`src/design/tsf_pkg.sv`:
```
// tsf_pkg: shared types and constants for the triangle span filler.
// Used by triangle_scanline_span_filler; depends on nothing else.
`default_nettype none

package tsf_pkg;

	// op field codes
	localparam logic OP_LOAD = 1'b0;
	localparam logic OP_STEP = 1'b1;

	// colour table has entries 0..COLOUR_LAST
	localparam logic [2:0] COLOUR_LAST = 3'd4;

	typedef enum logic [1:0] {
		SEQ_IDLE,
		SEQ_MUL,
		SEQ_DIV_START,
		SEQ_DIV_WAIT
	} seq_state_t;

	typedef enum logic [1:0] {
		PH_IDLE,
		PH_BOTTOM,
		PH_TOP
	} fill_phase_t;

	typedef enum logic [2:0] {
		JOB_SPLIT,
		JOB_SLOPE0,
		JOB_SLOPE1,
		JOB_SLOPE2,
		JOB_SLOPE3
	} div_job_t;

	typedef struct packed {
		logic red;
		logic green;
		logic blue;
	} colour_t;

	function automatic colour_t colour_of(input logic [2:0] slot);
		colour_t c;
		unique case (slot)
			3'd0: c = '{red: 1'b1, green: 1'b0, blue: 1'b0};
			3'd1: c = '{red: 1'b0, green: 1'b1, blue: 1'b0};
			3'd2: c = '{red: 1'b0, green: 1'b0, blue: 1'b1};
			3'd3: c = '{red: 1'b1, green: 1'b0, blue: 1'b1};
			3'd4: c = '{red: 1'b1, green: 1'b1, blue: 1'b0};
			default: c = '{red: 1'b1, green: 1'b0, blue: 1'b0};
		endcase
		return c;
	endfunction

endpackage

`default_nettype wire

```
`src/design/triangle_scanline_span_filler.sv`:
```
// triangle_scanline_span_filler: sorts a triangle, derives fixed-point edge slopes
// and emits one horizontal span per step word. Uses tsf_pkg and tsf_divider.
//
//   channel | signals                                  | role
//   --------+------------------------------------------+------------------------------
//   in      | in_valid, in_ready, op, vertex_*         | load triangle (op 0) or step
//   out     | out_valid, out_ready, span_*, rgb, last  | one span word per step
//
// A step word's span sits in an output register, so steps
// stream one per cycle while out_ready stays high.
// A load runs the split point and four slopes one after another through a single
// bit-serial divider, one quotient bit per cycle. in_ready is low meanwhile.
// Reset clears the sequencer, fill phase, colour slot and output valid.
// A stalled output holds in_ready low.
`default_nettype none

module triangle_scanline_span_filler #(
	parameter int COORD_BITS = 10,
	parameter int FRAC_BITS  = 16
) (
	input  wire logic                  clk,
	input  wire logic                  arst_n,
	input  wire logic                  in_valid,
	output logic                       in_ready,
	input  wire logic                  op,
	input  wire logic [COORD_BITS-1:0] vertex_a_x,
	input  wire logic [COORD_BITS-1:0] vertex_a_y,
	input  wire logic [COORD_BITS-1:0] vertex_b_x,
	input  wire logic [COORD_BITS-1:0] vertex_b_y,
	input  wire logic [COORD_BITS-1:0] vertex_c_x,
	input  wire logic [COORD_BITS-1:0] vertex_c_y,
	output logic                       out_valid,
	input  wire logic                  out_ready,
	output logic      [COORD_BITS-1:0] span_row,
	output logic      [COORD_BITS-1:0] span_left,
	output logic      [COORD_BITS-1:0] span_right,
	output logic                       red,
	output logic                       green,
	output logic                       blue,
	output logic                       last_span
);

	localparam int C  = COORD_BITS;
	localparam int XW = COORD_BITS + FRAC_BITS + 2;     // edge x and slope width
	localparam int PW = 2 * COORD_BITS;                 // dy * dx product
	localparam int NW = 2 * COORD_BITS + FRAC_BITS;     // divider numerator

	function automatic logic signed [XW-1:0] fix(input logic [C-1:0] v);
		return {2'b00, v, {FRAC_BITS{1'b0}}};
	endfunction

	// floor to pixel, clamp to screen
	function automatic logic [C-1:0] pix(input logic signed [XW-1:0] v);
		logic [C+1:0] p;
		p = v[XW-1:FRAC_BITS];
		if (v[XW-1])
			return '0;
		else if (p[C])
			return '1;
		else
			return p[C-1:0];
	endfunction

	tsf_pkg::seq_state_t  state_q, state_d;
	tsf_pkg::fill_phase_t phase_q, phase_nx;
	tsf_pkg::div_job_t    job_q;
	logic [2:0]           colour_q;

	logic in_acc, load_acc, step_acc, span_has;

	// sorted vertices
	logic [C-1:0] x0_q, y0_q, x1_q, y1_q, x2_q, y2_q;
	logic [C-1:0] sx [3];
	logic [C-1:0] sy [3];

	logic [PW-1:0] prod_q;
	logic          prod_neg_q;

	logic signed [XW-1:0] split_q;
	logic signed [XW-1:0] s0_q, s1_q, s2_q, s3_q;
	logic signed [XW-1:0] ex0_q, ex1_q, ex0_nx, ex1_nx;
	logic [C-1:0]         row_q, row_nx;

	// divider hookup
	logic                 div_start, div_done;
	logic [NW-1:0]        div_num, div_quo;
	logic [C-1:0]         div_den;
	logic                 div_neg;
	logic                 neg_q, den_zero_q;
	logic signed [XW-1:0] num_s, num_abs, quo_s, div_res;

	// span datapath
	logic [C-1:0]         span_a, span_b;
	logic                 span_last;
	logic signed [XW-1:0] top_n0, top_n1;
	tsf_pkg::colour_t     colour;

	logic                 out_valid_q;
	logic [C-1:0]         row_s1, left_s1, right_s1;
	tsf_pkg::colour_t     colour_s1;
	logic                 last_s1;

	assign in_ready = (state_q == tsf_pkg::SEQ_IDLE) && (!out_valid_q || out_ready);
	assign in_acc   = in_valid && in_ready;
	assign load_acc = in_acc && (op == tsf_pkg::OP_LOAD);
	assign step_acc = in_acc && (op == tsf_pkg::OP_STEP);
	assign span_has = (phase_q == tsf_pkg::PH_BOTTOM) || (phase_q == tsf_pkg::PH_TOP);

	// sort by y: compare-and-swap (0,1), (0,2), (1,2)
	always_comb begin
		logic [C-1:0] tx, ty;
		tx = '0;
		ty = '0;
		sx[0] = vertex_a_x; sy[0] = vertex_a_y;
		sx[1] = vertex_b_x; sy[1] = vertex_b_y;
		sx[2] = vertex_c_x; sy[2] = vertex_c_y;
		if (sy[0] > sy[1]) begin
			tx = sx[0]; ty = sy[0];
			sx[0] = sx[1]; sy[0] = sy[1];
			sx[1] = tx; sy[1] = ty;
		end
		if (sy[0] > sy[2]) begin
			tx = sx[0]; ty = sy[0];
			sx[0] = sx[2]; sy[0] = sy[2];
			sx[2] = tx; sy[2] = ty;
		end
		if (sy[1] > sy[2]) begin
			tx = sx[1]; ty = sy[1];
			sx[1] = sx[2]; sy[1] = sy[2];
			sx[2] = tx; sy[2] = ty;
		end
	end

	// sequencer
	always_ff @(posedge clk or negedge arst_n) begin
		if (!arst_n)
			state_q <= tsf_pkg::SEQ_IDLE;
		else
			state_q <= state_d;
	end

	always_comb begin
		state_d   = state_q;
		div_start = 1'b0;
		unique case (state_q)
			tsf_pkg::SEQ_IDLE: begin
				if (load_acc)
					state_d = tsf_pkg::SEQ_MUL;
			end
			tsf_pkg::SEQ_MUL: begin
				state_d = tsf_pkg::SEQ_DIV_START;
			end
			tsf_pkg::SEQ_DIV_START: begin
				div_start = 1'b1;
				state_d   = tsf_pkg::SEQ_DIV_WAIT;
			end
			tsf_pkg::SEQ_DIV_WAIT: begin
				if (div_done)
					state_d = (job_q == tsf_pkg::JOB_SLOPE3) ? tsf_pkg::SEQ_IDLE
					                                         : tsf_pkg::SEQ_DIV_START;
			end
			default: state_d = tsf_pkg::SEQ_IDLE;
		endcase
	end

	// numerator and denominator of the current division
	always_comb begin
		num_s = '0;
		unique case (job_q)
			tsf_pkg::JOB_SLOPE0: num_s = fix(x1_q) - fix(x0_q);
			tsf_pkg::JOB_SLOPE1: num_s = split_q - fix(x0_q);
			tsf_pkg::JOB_SLOPE2: num_s = fix(x2_q) - fix(x1_q);
			tsf_pkg::JOB_SLOPE3: num_s = fix(x2_q) - split_q;
			default:             num_s = '0;
		endcase
		num_abs = num_s[XW-1] ? -num_s : num_s;
		if (job_q == tsf_pkg::JOB_SPLIT) begin
			div_num = {prod_q, {FRAC_BITS{1'b0}}};
			div_neg = prod_neg_q;
			div_den = y2_q - y0_q;
		end else begin
			div_num = {{(NW-XW){1'b0}}, num_abs};
			div_neg = num_s[XW-1];
			div_den = ((job_q == tsf_pkg::JOB_SLOPE0) || (job_q == tsf_pkg::JOB_SLOPE1))
			        ? (y1_q - y0_q) : (y2_q - y1_q);
		end
	end

	tsf_divider #(
		.NUM_BITS(NW),
		.DEN_BITS(C)
	) u_divider (
		.clk      (clk),
		.arst_n   (arst_n),
		.start    (div_start),
		.dividend (div_num),
		.divisor  (div_den),
		.done     (div_done),
		.quotient (div_quo)
	);

	// truncating division: sign applied to magnitude, zero divisor gives zero
	assign quo_s   = div_quo[XW-1:0];
	assign div_res = den_zero_q ? '0 : (neg_q ? -quo_s : quo_s);

	// span of the current row
	assign top_n0 = ex0_q - s2_q;
	assign top_n1 = ex1_q - s3_q;

	always_comb begin
		span_a    = '0;
		span_b    = '0;
		span_last = 1'b0;
		ex0_nx    = ex0_q;
		ex1_nx    = ex1_q;
		row_nx    = row_q;
		phase_nx  = phase_q;
		unique case (phase_q)
			tsf_pkg::PH_BOTTOM: begin
				span_a = pix(ex0_q);
				span_b = pix(ex1_q);
				ex0_nx = ex0_q + s0_q;
				ex1_nx = ex1_q + s1_q;
				if (row_q >= y1_q) begin
					if (y2_q > y1_q) begin
						phase_nx = tsf_pkg::PH_TOP;
						row_nx   = y2_q;
						ex0_nx   = fix(x2_q);
						ex1_nx   = fix(x2_q);
					end else begin
						span_last = 1'b1;
					end
				end else begin
					row_nx = row_q + C'(1);
				end
			end
			tsf_pkg::PH_TOP: begin
				ex0_nx = top_n0;
				ex1_nx = top_n1;
				span_a = pix(top_n0);
				span_b = pix(top_n1);
				if ({1'b0, row_q} <= ({1'b0, y1_q} + (C+1)'(1)))
					span_last = 1'b1;
				else
					row_nx = row_q - C'(1);
			end
			default: begin
			end
		endcase
		if (span_last)
			phase_nx = tsf_pkg::PH_IDLE;
	end

	assign colour = tsf_pkg::colour_of(colour_q);

	// control state
	always_ff @(posedge clk or negedge arst_n) begin
		if (!arst_n) begin
			phase_q     <= tsf_pkg::PH_IDLE;
			job_q       <= tsf_pkg::JOB_SPLIT;
			colour_q    <= '0;
			out_valid_q <= 1'b0;
		end else begin
			if (load_acc)
				job_q <= tsf_pkg::JOB_SPLIT;
			else if ((state_q == tsf_pkg::SEQ_DIV_WAIT) && div_done
			         && (job_q != tsf_pkg::JOB_SLOPE3))
				job_q <= tsf_pkg::div_job_t'(job_q + 3'd1);

			if ((state_q == tsf_pkg::SEQ_DIV_WAIT) && div_done
			    && (job_q == tsf_pkg::JOB_SLOPE3)) begin
				phase_q <= ((y0_q == y1_q) && (y1_q != y2_q)) ? tsf_pkg::PH_TOP
				                                              : tsf_pkg::PH_BOTTOM;
			end else if (step_acc && span_has) begin
				phase_q <= phase_nx;
			end

			if (step_acc && span_has && span_last)
				colour_q <= (colour_q >= tsf_pkg::COLOUR_LAST) ? 3'd0 : colour_q + 3'd1;

			if (step_acc && span_has)
				out_valid_q <= 1'b1;
			else if (out_ready)
				out_valid_q <= 1'b0;
		end
	end

	// datapath
	always_ff @(posedge clk) begin
		if (load_acc) begin
			x0_q <= sx[0]; y0_q <= sy[0];
			x1_q <= sx[1]; y1_q <= sy[1];
			x2_q <= sx[2]; y2_q <= sy[2];
		end

		if (state_q == tsf_pkg::SEQ_MUL) begin
			prod_q     <= PW'(y1_q - y0_q) * PW'((x2_q >= x0_q) ? (x2_q - x0_q)
			                                                   : (x0_q - x2_q));
			prod_neg_q <= x2_q < x0_q;
		end

		if (div_start) begin
			neg_q      <= div_neg;
			den_zero_q <= div_den == '0;
		end

		if ((state_q == tsf_pkg::SEQ_DIV_WAIT) && div_done) begin
			unique case (job_q)
				tsf_pkg::JOB_SPLIT:  split_q <= fix(x0_q) + div_res;
				tsf_pkg::JOB_SLOPE0: s0_q <= div_res;
				tsf_pkg::JOB_SLOPE1: s1_q <= div_res;
				tsf_pkg::JOB_SLOPE2: s2_q <= div_res;
				tsf_pkg::JOB_SLOPE3: begin
					s3_q <= div_res;
					if ((y0_q == y1_q) && (y1_q != y2_q)) begin
						row_q <= y2_q;
						ex0_q <= fix(x2_q);
						ex1_q <= fix(x2_q);
					end else begin
						row_q <= y0_q;
						ex0_q <= fix(x0_q);
						ex1_q <= fix(x0_q);
					end
				end
				default: begin
				end
			endcase
		end else if (step_acc && span_has) begin
			row_q <= row_nx;
			ex0_q <= ex0_nx;
			ex1_q <= ex1_nx;
		end

		if (step_acc && span_has) begin
			row_s1    <= row_q;
			left_s1   <= (span_a < span_b) ? span_a : span_b;
			right_s1  <= (span_a < span_b) ? span_b : span_a;
			colour_s1 <= colour;
			last_s1   <= span_last;
		end
	end

	assign out_valid  = out_valid_q;
	assign span_row   = row_s1;
	assign span_left  = left_s1;
	assign span_right = right_s1;
	assign red        = colour_s1.red;
	assign green      = colour_s1.green;
	assign blue       = colour_s1.blue;
	assign last_span  = last_s1;

endmodule

`default_nettype wire

```
`src/design/tsf_divider.sv`:
```
// tsf_divider: unsigned restoring divider, one quotient bit per cycle.
// Shared by all slope and split divisions of the span filler; no package use.
`default_nettype none

module tsf_divider #(
	parameter int NUM_BITS = 36,
	parameter int DEN_BITS = 10
) (
	input  wire logic                clk,
	input  wire logic                arst_n,
	input  wire logic                start,
	input  wire logic [NUM_BITS-1:0] dividend,
	input  wire logic [DEN_BITS-1:0] divisor,
	output logic                     done,
	output logic      [NUM_BITS-1:0] quotient
);

	localparam int CW = $clog2(NUM_BITS + 1);

	logic                busy_q;
	logic                done_q;
	logic [CW-1:0]       cnt_q;
	logic [DEN_BITS-1:0] rem_q;
	logic [DEN_BITS-1:0] den_q;
	logic [NUM_BITS-1:0] quo_q;

	logic [DEN_BITS:0]   trial;
	logic [DEN_BITS:0]   diff;
	logic                fits;

	// dividend bits shift out of the top of quo_q as quotient bits shift in
	assign trial = {rem_q, quo_q[NUM_BITS-1]};
	assign fits  = trial >= {1'b0, den_q};
	assign diff  = trial - {1'b0, den_q};

	always_ff @(posedge clk or negedge arst_n) begin
		if (!arst_n) begin
			busy_q <= 1'b0;
			done_q <= 1'b0;
			cnt_q  <= '0;
		end else begin
			done_q <= 1'b0;
			if (start) begin
				busy_q <= 1'b1;
				cnt_q  <= CW'(NUM_BITS);
			end else if (busy_q) begin
				cnt_q <= cnt_q - CW'(1);
				if (cnt_q == CW'(1)) begin
					busy_q <= 1'b0;
					done_q <= 1'b1;
				end
			end
		end
	end

	always_ff @(posedge clk) begin
		if (start) begin
			rem_q <= '0;
			den_q <= divisor;
			quo_q <= dividend;
		end else if (busy_q) begin
			rem_q <= fits ? diff[DEN_BITS-1:0] : trial[DEN_BITS-1:0];
			quo_q <= {quo_q[NUM_BITS-2:0], fits};
		end
	end

	assign done     = done_q;
	assign quotient = quo_q;

endmodule

`default_nettype wire

```
`config.mk`:
```
export PLATFORM = sky130hd
export DESIGN_NAME = triangle_scanline_span_filler
export DESIGN_NICKNAME = d
export VERILOG_FILES = /design/src/design/tsf_pkg.sv /design/src/design/triangle_scanline_span_filler.sv /design/src/design/tsf_divider.sv
export SDC_FILE = /design/constraint.sdc
export NUM_CORES = 2
export LEC_CHECK = 0
export ABC_AREA = 1
export BUFFER_PORTS_ARGS = -buffer_cell sky130_fd_sc_hd__buf_2
export CORE_ASPECT_RATIO = 1.5
export CORE_MARGIN = 4
export CORE_UTILIZATION = 30
export CTS_BUF_LIST = sky130_fd_sc_hd__clkbuf_4
export CTS_CLUSTER_DIAMETER = 60
export DETAILED_ROUTE_END_ITERATION = 6
export GPL_TIMING_DRIVEN = 0
export PLACE_DENSITY = 0.53
export SLEW_MARGIN = 20
export SYNTH_ARGS = -nofsm -noshare
export SYNTH_HDL_FRONTEND = slang
export SYNTH_SLANG_ARGS = --single-unit
```
`constraint.sdc`:
```
create_clock -name clk -period 8.3 [get_ports clk]
set_input_delay 0.415 -clock clk [delete_from_list [all_inputs] [get_ports clk]]
set_output_delay 0.415 -clock clk [all_outputs]
set_load 0.1 [all_outputs]
```
==> metrics list <==
* Delay of the slowest cell on the worst path: 0.59 ns
* Share of the yosys chip area belonging to registers: 31.7%
* Ratio of cells with drive above 1 in the final layout: 9.44%
* Final number of setup-violating endpoints: 0
- Cell area after synthesis: 0.0371 mm^2
* FP Rows: 157
* Number of input and output port buffers inserted: 100
- Post-DP HPWL: 113000 um
* Period minus WS final: 7.83 ns
* Power density of the placed cells: 107 mW/mm^2
* Number of remaining DRC errors: 0
* Number of nets with antenna violations after routing: 0
- Core footprint: 0.123 mm^2
- Summed over all instances, the cell type with the most area after synthesis is sky130_fd_sc_hd__edfxtp_1.
- Synthesis produced a netlist with a net count of 5461.
- The number of max-slew violations in the final report is 0.
* Number of global-route vias before repair: 35700
* Area share of the largest cell type after synthesis: 29.9%
* Critical Path Fanout Max: 10
* Post-synth EDFFs: 369
- Clk pin slew, worst setup/hold paths: 0.07 ns
* Cell with the largest stage delay on the worst path: sky130_fd_sc_hd__fa_1
- The congestion estimate from routability-driven global placement came to 0.949.
- Non-filler instance count after layout: 6943
- Relative slew slack: 17.8%
- The net count of the finished layout is 5789.
* Total die area: 0.130 mm^2
- By startpoint and endpoint, the worst setup path is classified as flip-flop to flip-flop.
* Relative contribution of sequential cells to total power: 48.1%
* Number of primary I/O pins: 101
- Data arrival time at the worst-slack endpoint: 8.49 ns
- Synth cell count leaders: 1161 x sky130_fd_sc_hd__nand2_1, 712 x sky130_fd_sc_hd__inv_1, 427 x sky130_fd_sc_hd__o21ai_0
- Number of antenna violations at the first check in global routing: 3
- Dividing the synthesized area by the synthesized cell count gives 7.52 um^2.
- In the synthesized netlist the dominant register cell turns out to be sky130_fd_sc_hd__edfxtp_1.
* Startpoint type of the worst setup path: flip-flop
* Total non-filler cell area in the finished layout: 0.0426 mm^2
* Static power due to leakage: 19.7 nW
* Worst-case clock buffer depth: 3
- Summing over every cut layer, the via total after detailed routing is 35200.
* Initial Utilization: 30.3%
- Global routing used 21.1% of the available tracks.
- The H-tree was split into 3 levels.
* Worst hold margin: 0.134 ns
- Asr flop ratio synth: 4.77%
* Type of element capturing the critical path: flip-flop
- Total of warnings raised by yosys: 0
- Among cell families on the critical path, the largest total delay comes from adder cells.
- In this run switching power makes up 26.2% of total power.
* Total global routing overflow: 0
- Maximum Capacitance Violations: 0
- Achievable frequency: 128 MHz
* Clock Root Buffer: sky130_fd_sc_hd__clkbuf_4
* Cell seen most often among critical-path stages: sky130_fd_sc_hd__nand2_1
- Maximum vdd drop: 0.0746 mV
- Ranked by total cell area, the synthesized netlist is headed by sky130_fd_sc_hd__edfxtp_1 30%, sky130_fd_sc_hd__nand2_1 12%, sky130_fd_sc_hd__ha_1 11%, sky130_fd_sc_hd__inv_1 7.2%, sky130_fd_sc_hd__fa_1 6.5%.
- In the routed layout, each cell is associated on average with a via count of 5.07.
* P_int: 0.00337 W
* Switching power summed over all nets: 0.00120 W
- FF-to-FF setup slack: 0.47 ns
* Die Span X: 295 um
* Cell with the most instances after synthesis: sky130_fd_sc_hd__nand2_1
* Area after detailed placement: 0.0400 mm^2
- WL/cell: 19.9 um
- The number of hold violations in the final report was 0.
* Largest net degree at the start of global routing: 37
* Number of iterations in the first detailed-routing pass: 6
- Post-Place Cells: 6641
- Number of distinct library cells after synthesis: 70
- Result of the run: completed
- Combinational logic burns 9.5% of the power.
- Worst skew pair latency: 1.02 ns
- Final worst-path cycle share: 94.4%
* Clock share of power: 42.4%
* Die Y: 439 um
- Number of buffers created by CTS: 107
- TritonCTS built the clock tree.
- At the pin with the least slew margin, the transition time is 1.23 ns.
* Yosys reg bits: 398
- The first routing iteration left 2072 violations.
- Synthesized instance count: 4935
- Area growth from synthesis to layout: 14.7%
- Setup repair after global routing could not meet its margin everywhere.
- The clock drives 398 sinks.
- For this block, the routed nets add up to 138000 um of wire.
* Global-route wire length before repair: 207000 um
- Final setup skew: 0.105 ns
- The worst hold path belongs to the class primary input to flip-flop.
- Required time of the critical path: 8.96 ns
* Buffer and inverter count on the worst path: 7
## cell usage in the layout, fill, tap and decap left out, drive strengths merged, types with 4 or more instances in the layout
cell,Yosys,layout
o221ai,4,4
a21o,25,25
and3,7,7
nor3,58,58
a31o,5,5
dlygate4sd3,0,81
or2,20,20
nand3b,20,20
a211oi,12,12
nand2,1198,1198
clkbuf,67,213
dfrtp,19,19
nor2,423,423
nand4,54,54
ha,340,340
buf,36,174
dfxtp,10,10
bufinv,0,6
o211ai,15,15
fa,121,121
xor2,78,78
nand3,328,328
inv,731,729
clkinvlp,0,6
nor4,10,10
o21ai,449,449
edfxtp,369,369
xnor2,43,43
clkinv,5,44
diode,0,4
o22ai,14,14
o21a,5,5
a21oi,409,409
o21bai,25,25
a31oi,9,9
## per-stage QoR
step	utilization (%)	power [W]	setup slack, ns	TNS (ns)
after global placement	32.3	0.00261	-0.0473	-0.0473
after floorplan	-	0.00248	1.59	0
after global routing	34.7	0.00479	-0.0230	-0.0230
after detailed placement	32.7	0.00262	-0.0476	-0.0476
after CTS	34.6	0.00464	0.0660	0
final	34.7	0.00457	0.469	0
## routing by layer
layer  vias to the layer above  share of wire, %  GRT usage [%]
met1                     16500                35           21.2
met3                       383               4.5           2.47
met5                         -                 0              0
met4                         0               8.4           15.4
li1                      17200                 -              -
met2                      1091                52           39.7
## final cells by class
cell class | count | area, um^2
diodes | 4 | 10.0
plain buffers | 103 | 449
clock buffers | 146 | 1100
clock inverters | 49 | 379
fillers | 13100 | 80000
inverters | 736 | 2790
multi-input cells | 3698 | 22300
flip-flops and latches | 398 | 11800
well taps | 1590 | 1990
repair buffers | 219 | 1800
## worst paths after layout
path                                    startpoint                  to  cells after the start
worst max-delay path                       x0_q[9]          prod_q[19]                     35
worst min-delay path                 vertex_a_x[7]             x1_q[7]                      5
worst max register to register             x0_q[9]          prod_q[19]                     35
worst min register to register  u_divider.rem_q[7]  u_divider.rem_q[7]                      2
max in group asynchronous                   arst_n         colour_q[1]                      4
min in group asynchronous                   arst_n  u_divider.cnt_q[4]                      4
## worst register-to-register path: cells and delay by family (launching register included)
kind	cells	cell delay [ns]
AO/OA/AOI/OAI	5	0.74
XOR/XNOR	1	0.24
adder cells (fa/ha/maj)	7	3.34
buffers and inverters	7	0.88
flip-flops	1	0.54
AND/OR/NAND/NOR	15	1.83
## power by group through the flow
stage | combinational [W] | sequential [W] | clock (W)
after floorplan | 0.000235 | 0.00224 | 0
after global placement | 0.000364 | 0.00224 | 0
after detailed placement | 0.000373 | 0.00224 | 0
after CTS | 0.000433 | 0.00220 | 0.00201
after global routing | 0.000490 | 0.00220 | 0.00210
final | 0.000433 | 0.00220 | 0.00194
## flip-flops by register name, summed over array words and instances (netlist names), 20 cells and up
name,count
ex0_q,28
ex1_q,28
prod_q,20
s0_q,28
s1_q,28
s2_q,28
s3_q,28
split_q,28
u_divider.quotient,36
## cell families after synthesis
| family | synth area share [%] |
|---|---|
| and+or+nand+nor | 24.4 |
| AOI/OAI and AO/OA | 14.4 |
| buffers and inverters | 8.65 |
| adders and majority gates | 18.0 |
| DFF | 31.7 |
| xor gates and xnor gates | 2.94 |
## what timing repair did
| action | CTS | global route |
|---|---|---|
| endpoints found under the hold margin | 102 | 0 |
| hold buffers | 82 | 0 |
| endpoints found under the setup margin | 2 | 5 |
| pin swaps | 0 | 0 |
| gates resized for setup | 2 | 18 |
| gates cloned | 0 | 0 |
| setup buffers | 0 | 21 |
Power figures use the tool's default switching activity.
